### config.mk
export PLATFORM = sky130hd
export DESIGN_NAME = line_segment_window_clip_unit
export DESIGN_NICKNAME = d
export VERILOG_FILES = /design/src/sv/lswc_pkg.sv /design/src/sv/lswc_muldiv.sv /design/src/sv/line_segment_window_clip_unit.sv
export SDC_FILE = /design/constraint.sdc
export NUM_CORES = 2
export LEC_CHECK = 0
export ABC_AREA = 1
export BUFFER_PORTS_ARGS = -buffer_cell sky130_fd_sc_hd__buf_2
export CAP_MARGIN = 0
export CORE_MARGIN = 2
export CORE_UTILIZATION = 40
export CTS_CLUSTER_DIAMETER = 30
export CTS_CLUSTER_SIZE = 25
export DETAILED_ROUTE_END_ITERATION = 12
export GPL_TIMING_DRIVEN = 0
export SYNTH_ARGS = -nofsm -noshare
export SYNTH_HDL_FRONTEND = slang
export SYNTH_SLANG_ARGS = --single-unit
export TNS_END_PERCENT = 20
### constraint.sdc
create_clock -name clk -period 7.4 [get_ports clk]
set_clock_uncertainty 0.1 [all_clocks]
set_input_delay 1.85 -clock clk [delete_from_list [all_inputs] [get_ports clk]]
set_output_delay 1.85 -clock clk [all_outputs]
set_load 0.02 [all_outputs]
### src/sv/lswc_pkg.sv
// Shared types and constants for the line segment window clip unit.
// Holds the sequencer state type, outcode bits and register indexes.
// No dependencies.
`default_nettype none

package lswc_pkg;

	// Sequencer states of the clip controller.
	typedef enum logic [1:0] {
		ST_IDLE,
		ST_CHECK,
		ST_DIV,
		ST_DONE
	} state_t;

	// Outcode bits of one endpoint.
	localparam logic [3:0] CODE_TOP    = 4'h8;
	localparam logic [3:0] CODE_BOTTOM = 4'h4;
	localparam logic [3:0] CODE_RIGHT  = 4'h2;
	localparam logic [3:0] CODE_LEFT   = 4'h1;

	// Edge moves allowed before the segment is given up as rejected.
	localparam int MOVE_BITS = 3;
	localparam logic [MOVE_BITS-1:0] MAX_MOVES = 3'd4;

	// Configuration register indexes.
	localparam int REG_IDX_BITS = 2;
	localparam logic [REG_IDX_BITS-1:0] REG_X_LOW  = 2'd0;
	localparam logic [REG_IDX_BITS-1:0] REG_X_HIGH = 2'd1;
	localparam logic [REG_IDX_BITS-1:0] REG_Y_LOW  = 2'd2;
	localparam logic [REG_IDX_BITS-1:0] REG_Y_HIGH = 2'd3;

	// Window reset values.
	localparam int WIN_LOW_RESET  = -100;
	localparam int WIN_HIGH_RESET = 100;

endpackage

`default_nettype wire

### src/sv/lswc_muldiv.sv
// Iterative multiply-divide unit: base + span*num/den, quotient truncated toward zero.
// One bit of |span| is consumed per cycle; |num| is clamped to |den|.
// No package dependencies.
`default_nettype none

module lswc_muldiv #(
	parameter int W = 24
) (
	input  wire logic                clk,
	input  wire logic                arst_n,
	input  wire logic                start,
	input  wire logic signed [W-1:0] base,
	input  wire logic signed [W-1:0] span,
	input  wire logic signed [W-1:0] num,
	input  wire logic signed [W-1:0] den,
	output logic                     done,
	output logic signed [W-1:0]      result,
	output logic                     busy
);

	localparam int RW = W + 2;
	localparam int AW = W - 1;
	localparam int CW = $clog2(AW);

	logic                 busy_q;
	logic                 fin_q;
	logic [CW-1:0]        cnt_q;
	logic [AW-1:0]        a_q;
	logic [W-1:0]         b_q;
	logic [W-1:0]         c_q;
	logic [W-1:0]         q_q;
	logic [RW-1:0]        r_q;
	logic                 neg_q;
	logic signed [W-1:0]  base_q;

	logic [W-1:0]  span_mag;
	logic [W-1:0]  num_mag;
	logic [W-1:0]  den_mag;
	logic [RW-1:0] r_sum;
	logic [RW-1:0] c_one;
	logic [RW-1:0] c_two;
	logic [RW-1:0] r_next;
	logic [1:0]    q_inc;

	function automatic logic [W-1:0] mag(input logic signed [W-1:0] v);
		mag = v[W-1] ? W'(-v) : W'(v);
	endfunction

	assign span_mag = mag(span);
	assign num_mag  = mag(num);
	assign den_mag  = mag(den);

	// One step: shift the remainder, add the clamped numerator when the span bit
	// is set, then remove the divisor up to twice.
	always_comb begin
		r_sum = {r_q[RW-2:0], 1'b0} + (a_q[AW-1] ? RW'(b_q) : RW'(0));
		c_one = RW'(c_q);
		c_two = {1'b0, c_q, 1'b0};
		if (r_sum >= c_two) begin
			r_next = r_sum - c_two;
			q_inc  = 2'd2;
		end else if (r_sum >= c_one) begin
			r_next = r_sum - c_one;
			q_inc  = 2'd1;
		end else begin
			r_next = r_sum;
			q_inc  = 2'd0;
		end
	end

	// Control: busy while the span bits are worked through, then done is raised.
	always_ff @(posedge clk or negedge arst_n) begin
		if (!arst_n) begin
			busy_q <= 1'b0;
			fin_q  <= 1'b0;
			cnt_q  <= '0;
		end else begin
			fin_q <= 1'b0;
			if (start) begin
				busy_q <= 1'b1;
				cnt_q  <= CW'(AW - 1);
			end else if (busy_q) begin
				if (cnt_q == '0) begin
					busy_q <= 1'b0;
					fin_q  <= 1'b1;
				end else begin
					cnt_q <= cnt_q - 1'b1;
				end
			end
		end
	end

	// Operand and partial result registers.
	always_ff @(posedge clk) begin
		if (start) begin
			a_q    <= span_mag[AW-1:0];
			b_q    <= (num_mag > den_mag) ? den_mag : num_mag;
			c_q    <= den_mag;
			neg_q  <= span[W-1] ^ num[W-1] ^ den[W-1];
			base_q <= base;
			q_q    <= '0;
			r_q    <= '0;
		end else if (busy_q) begin
			a_q <= {a_q[AW-2:0], 1'b0};
			q_q <= {q_q[W-2:0], 1'b0} + W'(q_inc);
			r_q <= r_next;
		end
	end

	// A zero divisor leaves the base unchanged.
	always_comb begin
		if (c_q == '0) begin
			result = base_q;
		end else if (neg_q) begin
			result = base_q - $signed(q_q);
		end else begin
			result = base_q + $signed(q_q);
		end
	end

	assign done = fin_q;
	assign busy = busy_q;

endmodule

`default_nettype wire

### src/sv/line_segment_window_clip_unit.sv
// Top level of the line segment window clip unit (outcode-based line clipping).
// Depends on lswc_pkg and lswc_muldiv.
//
// Usage: a segment enters on the s_ channel as four signed coordinates and
// leaves on the m_ channel as the clipped segment, with the accept flag on
// m_tuser. A rejected segment returns all-zero coordinates. The window is
// written through cfg_we/cfg_index/cfg_wdata; the user must write it only while
// the block is idle, which the block itself does not enforce. s_tready is high
// only while no segment is in work. An item makes up to MAX_MOVES edge moves, each one
// pass of the shared multiply-divide unit, which takes one bit of the span per
// cycle. The output register holds the result until m_tready; a new item can be
// accepted meanwhile, and it waits in its final state if the register is full.
// Reset clears all control state and loads the window -100..100 on both axes.
`default_nettype none

module line_segment_window_clip_unit #(
	parameter int COORD_BITS = 16
) (
	input  wire logic                       clk,
	input  wire logic                       arst_n,
	// Segment in.
	input  wire logic                       s_tvalid,
	output logic                            s_tready,
	// s_tdata: start_x, start_y, end_x, end_y (lowest bits first)
	input  wire logic [((4*COORD_BITS+7)/8)*8-1:0] s_tdata,
	// Clipped segment out.
	output logic                            m_tvalid,
	input  wire logic                       m_tready,
	// m_tdata: clip_start_x, clip_start_y, clip_end_x, clip_end_y (lowest bits first)
	output logic [((4*COORD_BITS+7)/8)*8-1:0] m_tdata,
	// m_tuser: accepted
	output logic [0:0]                      m_tuser,
	// Window configuration.
	input  wire logic                       cfg_we,
	input  wire logic [lswc_pkg::REG_IDX_BITS-1:0] cfg_index,
	input  wire logic [COORD_BITS-1:0]      cfg_wdata
);

	localparam int CB = COORD_BITS;
	localparam int W  = COORD_BITS + 8;
	localparam int DW = ((4*COORD_BITS+7)/8)*8;

	lswc_pkg::state_t state_q, state_d;

	logic [CB-1:0] win_xl_q, win_xh_q, win_yl_q, win_yh_q;
	logic signed [W-1:0] xl_w, xh_w, yl_w, yh_w;

	logic signed [W-1:0] x1_q, y1_q, x2_q, y2_q;
	logic signed [W-1:0] edge_q;
	logic                vert_q;
	logic                sel_start_q;
	logic [lswc_pkg::MOVE_BITS-1:0] moves_q;
	logic                acc_q;

	logic          m_valid_q;
	logic          out_acc_q;
	logic [CB-1:0] out_sx_q, out_sy_q, out_ex_q, out_ey_q;

	logic [3:0] c1, c2, co;
	logic       co_vert;
	logic signed [W-1:0] edge_sel;
	logic signed [W-1:0] div_base, div_span, div_num, div_den;
	logic       div_start, div_done, div_busy;
	logic signed [W-1:0] div_result;
	logic       in_fire, out_load, trivial_acc, trivial_rej;

	function automatic logic signed [W-1:0] sx(input logic [CB-1:0] v);
		sx = {{(W-CB){v[CB-1]}}, v};
	endfunction

	function automatic logic [3:0] outcode(
		input logic signed [W-1:0] x,
		input logic signed [W-1:0] y,
		input logic signed [W-1:0] xl,
		input logic signed [W-1:0] xh,
		input logic signed [W-1:0] yl,
		input logic signed [W-1:0] yh
	);
		logic [3:0] c;
		c = 4'h0;
		if (x < xl) begin
			c = c | lswc_pkg::CODE_LEFT;
		end else if (x > xh) begin
			c = c | lswc_pkg::CODE_RIGHT;
		end
		if (y < yl) begin
			c = c | lswc_pkg::CODE_BOTTOM;
		end else if (y > yh) begin
			c = c | lswc_pkg::CODE_TOP;
		end
		outcode = c;
	endfunction

	// Window registers.
	always_ff @(posedge clk or negedge arst_n) begin
		if (!arst_n) begin
			win_xl_q <= CB'(lswc_pkg::WIN_LOW_RESET);
			win_xh_q <= CB'(lswc_pkg::WIN_HIGH_RESET);
			win_yl_q <= CB'(lswc_pkg::WIN_LOW_RESET);
			win_yh_q <= CB'(lswc_pkg::WIN_HIGH_RESET);
		end else if (cfg_we) begin
			unique case (cfg_index)
				lswc_pkg::REG_X_LOW:  win_xl_q <= cfg_wdata;
				lswc_pkg::REG_X_HIGH: win_xh_q <= cfg_wdata;
				lswc_pkg::REG_Y_LOW:  win_yl_q <= cfg_wdata;
				lswc_pkg::REG_Y_HIGH: win_yh_q <= cfg_wdata;
				default: ;
			endcase
		end
	end

	assign xl_w = sx(win_xl_q);
	assign xh_w = sx(win_xh_q);
	assign yl_w = sx(win_yl_q);
	assign yh_w = sx(win_yh_q);

	// Outcodes and the edge to move onto.
	always_comb begin
		c1 = outcode(x1_q, y1_q, xl_w, xh_w, yl_w, yh_w);
		c2 = outcode(x2_q, y2_q, xl_w, xh_w, yl_w, yh_w);
		co = (c1 != 4'h0) ? c1 : c2;
		co_vert = (co & (lswc_pkg::CODE_TOP | lswc_pkg::CODE_BOTTOM)) != 4'h0;
		if (co_vert) begin
			edge_sel = ((co & lswc_pkg::CODE_TOP) != 4'h0) ? yh_w : yl_w;
			div_base = x1_q;
			div_span = x2_q - x1_q;
			div_num  = edge_sel - y1_q;
			div_den  = y2_q - y1_q;
		end else begin
			edge_sel = ((co & lswc_pkg::CODE_LEFT) != 4'h0) ? xl_w : xh_w;
			div_base = y1_q;
			div_span = y2_q - y1_q;
			div_num  = edge_sel - x1_q;
			div_den  = x2_q - x1_q;
		end
		trivial_acc = (c1 | c2) == 4'h0;
		trivial_rej = ((c1 & c2) != 4'h0) || (moves_q == lswc_pkg::MAX_MOVES);
	end

	// Shared multiply-divide unit.
	lswc_muldiv #(
		.W(W)
	) u_muldiv (
		.clk    (clk),
		.arst_n (arst_n),
		.start  (div_start),
		.base   (div_base),
		.span   (div_span),
		.num    (div_num),
		.den    (div_den),
		.done   (div_done),
		.result (div_result),
		.busy   (div_busy)
	);

	// Sequencer state register.
	always_ff @(posedge clk or negedge arst_n) begin
		if (!arst_n) begin
			state_q <= lswc_pkg::ST_IDLE;
		end else begin
			state_q <= state_d;
		end
	end

	// Next state and handshake controls.
	always_comb begin
		state_d   = state_q;
		s_tready  = 1'b0;
		div_start = 1'b0;
		out_load  = 1'b0;
		unique case (state_q)
			lswc_pkg::ST_IDLE: begin
				s_tready = 1'b1;
				if (s_tvalid) begin
					state_d = lswc_pkg::ST_CHECK;
				end
			end
			lswc_pkg::ST_CHECK: begin
				if (trivial_acc || trivial_rej) begin
					state_d = lswc_pkg::ST_DONE;
				end else begin
					div_start = 1'b1;
					state_d   = lswc_pkg::ST_DIV;
				end
			end
			lswc_pkg::ST_DIV: begin
				if (div_done) begin
					state_d = lswc_pkg::ST_CHECK;
				end
			end
			lswc_pkg::ST_DONE: begin
				if (!m_valid_q || m_tready) begin
					out_load = 1'b1;
					state_d  = lswc_pkg::ST_IDLE;
				end
			end
			default: state_d = lswc_pkg::ST_IDLE;
		endcase
	end

	assign in_fire = s_tvalid && s_tready;

	// Move counter.
	always_ff @(posedge clk or negedge arst_n) begin
		if (!arst_n) begin
			moves_q <= '0;
		end else if (in_fire) begin
			moves_q <= '0;
		end else if (state_q == lswc_pkg::ST_DIV && div_done) begin
			moves_q <= moves_q + 1'b1;
		end
	end

	// Endpoint registers and the pending edge move.
	always_ff @(posedge clk) begin
		if (in_fire) begin
			x1_q <= sx(s_tdata[CB-1:0]);
			y1_q <= sx(s_tdata[2*CB-1:CB]);
			x2_q <= sx(s_tdata[3*CB-1:2*CB]);
			y2_q <= sx(s_tdata[4*CB-1:3*CB]);
		end else if (state_q == lswc_pkg::ST_CHECK) begin
			acc_q       <= trivial_acc;
			edge_q      <= edge_sel;
			vert_q      <= co_vert;
			sel_start_q <= c1 != 4'h0;
		end else if (state_q == lswc_pkg::ST_DIV && div_done) begin
			if (sel_start_q) begin
				x1_q <= vert_q ? div_result : edge_q;
				y1_q <= vert_q ? edge_q : div_result;
			end else begin
				x2_q <= vert_q ? div_result : edge_q;
				y2_q <= vert_q ? edge_q : div_result;
			end
		end
	end

	// Output register.
	always_ff @(posedge clk or negedge arst_n) begin
		if (!arst_n) begin
			m_valid_q <= 1'b0;
		end else if (out_load) begin
			m_valid_q <= 1'b1;
		end else if (m_tready) begin
			m_valid_q <= 1'b0;
		end
	end

	always_ff @(posedge clk) begin
		if (out_load) begin
			out_acc_q <= acc_q;
			out_sx_q  <= acc_q ? x1_q[CB-1:0] : '0;
			out_sy_q  <= acc_q ? y1_q[CB-1:0] : '0;
			out_ex_q  <= acc_q ? x2_q[CB-1:0] : '0;
			out_ey_q  <= acc_q ? y2_q[CB-1:0] : '0;
		end
	end

	assign m_tvalid   = m_valid_q;
	assign m_tuser[0] = out_acc_q;
	assign m_tdata    = DW'({out_ey_q, out_ex_q, out_sy_q, out_sx_q});

`ifndef SYNTHESIS
	// An accepted item keeps the input closed on the next cycle.
	a_busy_after_accept: assert property (@(posedge clk) disable iff (!arst_n)
		in_fire |=> !s_tready)
		else $error("input ready right after an item was accepted");

	// The move count never passes its limit.
	a_move_limit: assert property (@(posedge clk) disable iff (!arst_n)
		moves_q <= lswc_pkg::MAX_MOVES)
		else $error("edge move count beyond limit");

	// The divider is only started when it is free.
	a_div_free: assert property (@(posedge clk) disable iff (!arst_n)
		div_start |-> !div_busy)
		else $error("divider started while busy");

	// A rejected segment leaves with zero coordinates.
	a_reject_zero: assert property (@(posedge clk) disable iff (!arst_n)
		(m_tvalid && !m_tuser[0]) |-> (m_tdata == '0))
		else $error("rejected segment with nonzero coordinates");
`endif

endmodule

`default_nettype wire
==> impl_metrics.env <==
export IMPL_hold_start="moves_q[2]$_DFFE_PN0P_"
export IMPL_failed_checks="negative setup slack"
export IMPL_drt_iter0_drc=3487
export IMPL_regArea_um2=11200
export IMPL_cp_buffers_inverters=11
export IMPL_ys_seq_area_share_pct=31.9
export IMPL_synth_xor_area_share_pct=5.70
export IMPL_synth_compound_area_share_pct=15.0
export IMPL_synth_seq_cells=402
export IMPL_clock_root_buffer="clkbuf_16"
export IMPL_port_buffers=153
export IMPL_start_util_pct=40.5
export IMPL_grt_overflow=0
export IMPL_crit_path_start_kind="flip-flop"
export IMPL_synth_mux_area_share_pct=0.117
export IMPL_antenna_cells=0
export IMPL_synth_warnings=0
export IMPL_wire_per_inst_um=21.3
export IMPL_cts_sinks=402
export IMPL_synth_distinct_cells=64
export IMPL_cts_path_max_buffers=3
export IMPL_worst_slack_ps=-504
export IMPL_rows=108
export IMPL_dpl_cell_area_um2=37600
export IMPL_rsz0062_at_grt="true"
export IMPL_die_area_um2=90300
export IMPL_cp_end_kind="flip-flop"
export IMPL_r2r_start="win_yh_q[15]$_DFFE_PN0P_"
export IMPL_syn_area_um2=35200
export IMPL_antenna_found_initial=5
export IMPL_cp_slowest_stage_delay_ps=410
export IMPL_grt_max_degree=67
export IMPL_path_class="reg2reg"
export IMPL_cp_top_family="simple AND/OR/NAND/NOR gates"
export IMPL_cts_tree="done"
export IMPL_hold_path_class="reg2reg"
export IMPL_clk_latency_ps=730
export IMPL_gp_congestion=0.996
export IMPL_vias=35010
export IMPL_drt_vias_per_instance=5.43
export IMPL_synth_fp_nets=5324
export IMPL_holdWs_ps=374
export IMPL_io_pins=154
export IMPL_track_usage_pct=30.0
export IMPL_worst_slew_pin_slew_ps=1270
export IMPL_period_share_pct=107
export IMPL_outcome="finished, violations left"
export IMPL_slew_headroom_pct=14.5
export IMPL_setup_viol=25
export IMPL_syn2layout_area_growth_pct=24.6
export IMPL_cp_required_ps=7710
export IMPL_htree_num_levels=3
export IMPL_arrival_ps=8210
export IMPL_drv_slew=0
export IMPL_numCtsBuffers=102
export IMPL_yosys_area_share_adder_pct=15.0
export IMPL_async_reset_ff_share_pct=19.2
export IMPL_maxCapViolCount=0
export IMPL_finalHoldViolations=0
export IMPL_multi_input_area_um2=22200
export IMPL_synthCells=4821
export IMPL_dr_pass1_iters=6
export IMPL_ant_nets=0
export IMPL_min_period_ps=7900
export IMPL_synth_top_family_by_area="simple AND/OR/NAND/NOR gates"
export IMPL_fill_cells=8492
export IMPL_fmax_ghz=0.127
export IMPL_crit_path_top_delay_cell="dfrtp_2"
export IMPL_grt_pass1_wl_um=204000
export IMPL_drc=0
export IMPL_dp_hpwl_um=108000
export IMPL_drive_gt1_share_pct=15.5
export IMPL_synth_simple_area_share_pct=23.2
export IMPL_path_max_fanout=10
export IMPL_hold_buffers=0
export IMPL_die_h_um=301
export IMPL_syn_avg_cell_area_um2=7.29
export IMPL_final_area_um2=43800
export IMPL_synth_flop_cell="edfxtp_1"
export IMPL_core_um2=86900
export IMPL_routed_wl_um=137000
export IMPL_dieWidth_um=301
export IMPL_synth_edf_count=276
export IMPL_path_common_cell="nand2_1"
export IMPL_crit_start="win_yh_q[15]$_DFFE_PN0P_"
export IMPL_nets=5709
export IMPL_grt_pass1_vias=33501
export IMPL_clkTransAtPathRegs_ps=50
==> registers in the layout, indices dropped and copies added, names as in the netlist, 5 cells and up <==
signal / flops
win_yl_q: 16
u_muldiv.base_q: 24
u_muldiv.a_q: 23
out_ey_q: 16
win_xl_q: 16
u_muldiv.cnt_q: 5
edge_q: 16
x2_q: 24
u_muldiv.c_q: 24
out_sy_q: 16
win_yh_q: 16
x1_q: 24
out_ex_q: 16
y1_q: 24
u_muldiv.q_q: 24
u_muldiv.b_q: 24
win_xh_q: 16
u_muldiv.r_q: 25
out_sx_q: 16
y2_q: 24
==> cell usage after synthesis, types with 15 or more instances <==
cell	number	area (µm²)
nand3_1	225	1130
dfstp_2	30	788
clkbuf_1	88	330
xor2_1	154	1350
a22oi_1	22	165
o21ai_1	47	235
a21o_1	27	203
a21oi_1	362	1810
xnor2_1	73	639
o21bai_1	29	218
edfxtp_1	276	8290
o21a_1	22	165
ha_1	408	5100
nand4_1	51	319
inv_1	687	2580
nand3b_1	18	135
o21ai_0	360	1800
nor2_1	248	931
o211ai_1	19	143
dfxtp_1	49	981
nand2_1	1360	5100
a31oi_1	22	138
buf_2	15	75.1
nor3_1	34	170
dfrtp_1	47	1180
==> metal layers <==
| metal | share of wire, % | GRT usage (%) | vias to the layer above |
|---|---|---|---|
| met5 | 0.024 | 0 | - |
| met1 | 43 | 40.3 | 16413 |
| met4 | 4.6 | 12.5 | 4 |
| met2 | 44 | 47.3 | 1432 |
| li1 | - | - | 16821 |
| met3 | 8.8 | 5.58 | 340 |
==> metrics by stage <==
| step | utilization [%] | setup slack, ps | cells | TNS, ps |
|---|---|---|---|---|
| after floorplan | - | 374 | 4821 | 0 |
| after global placement | 43.0 | -2950 | 6129 | -148420 |
| after detailed placement | 43.2 | -3060 | 6136 | -86290 |
| after CTS | 49.4 | -233 | 6420 | -4900 |
| after global routing | 50.4 | -713 | 6448 | -17180 |
| final | 50.4 | -504 | 6448 | -11710 |
==> cell usage in the layout, fill, tap and decap left out, types with 26 or more instances in the layout <==
cell,n
a21o_1,27
a21oi_1,341
buf_2,165
buf_4,117
clkbuf_1,81
clkbuf_16,107
dfrtp_1,46
dfstp_2,30
dfxtp_1,49
edfxtp_1,276
ha_1,380
ha_4,26
inv_1,675
nand2_1,1309
nand2_2,50
nand3_1,204
nand4_1,51
nor2_1,232
nor3_1,27
o21ai_0,308
o21ai_1,49
o21ai_2,34
o21bai_1,27
xnor2_1,69
xor2_1,147
==> cell families after synthesis <==
kind of cell / count (synthesis)
and+or+nand+nor: 1992
buffers and inverters: 821
xor gates and xnor gates: 228
adders and majority gates: 416
muxes: 4
AOI/OAI and AO/OA: 958
DFF: 402
==> area by class of cell <==
class / instances / share of cell area, %
multi-input combinational: 3598 / 50.7
clock inverter: 75 / 2.22
tap: 1155 / 3.30
sequential: 402 / 25.6
timing repair inverter: 1 / 0.0171
inverter: 697 / 6.00
clock buffer: 116 / 6.08
buffer: 124 / 1.69
timing repair buffer: 280 / 4.35
==> final timing paths <==
kind	end	slack, ps	cells past startpoint
setup / recovery	u_muldiv.b_q[0]$_DFFE_PP_	-500	46
hold / removal	moves_q[2]$_DFFE_PN0P_	370	1
setup reg to reg	u_muldiv.b_q[0]$_DFFE_PP_	-500	46
hold reg to reg	moves_q[2]$_DFFE_PN0P_	370	1
max in group asynchronous	win_xl_q[4]$_DFFE_PN1P_	5540	2
min in group asynchronous	state_q[0]$_DFFE_PN0P_	950	1
==> timing repair <==
action	in CTS	in global routing
setup buffers	89	29
gates resized for setup	266	148
pin swaps	59	66
endpoints found under the setup margin	44	34
gates cloned	4	1
Power is not shown: default switching activity piles up to over one toggle a cycle in this logic, so the estimate is an artifact.
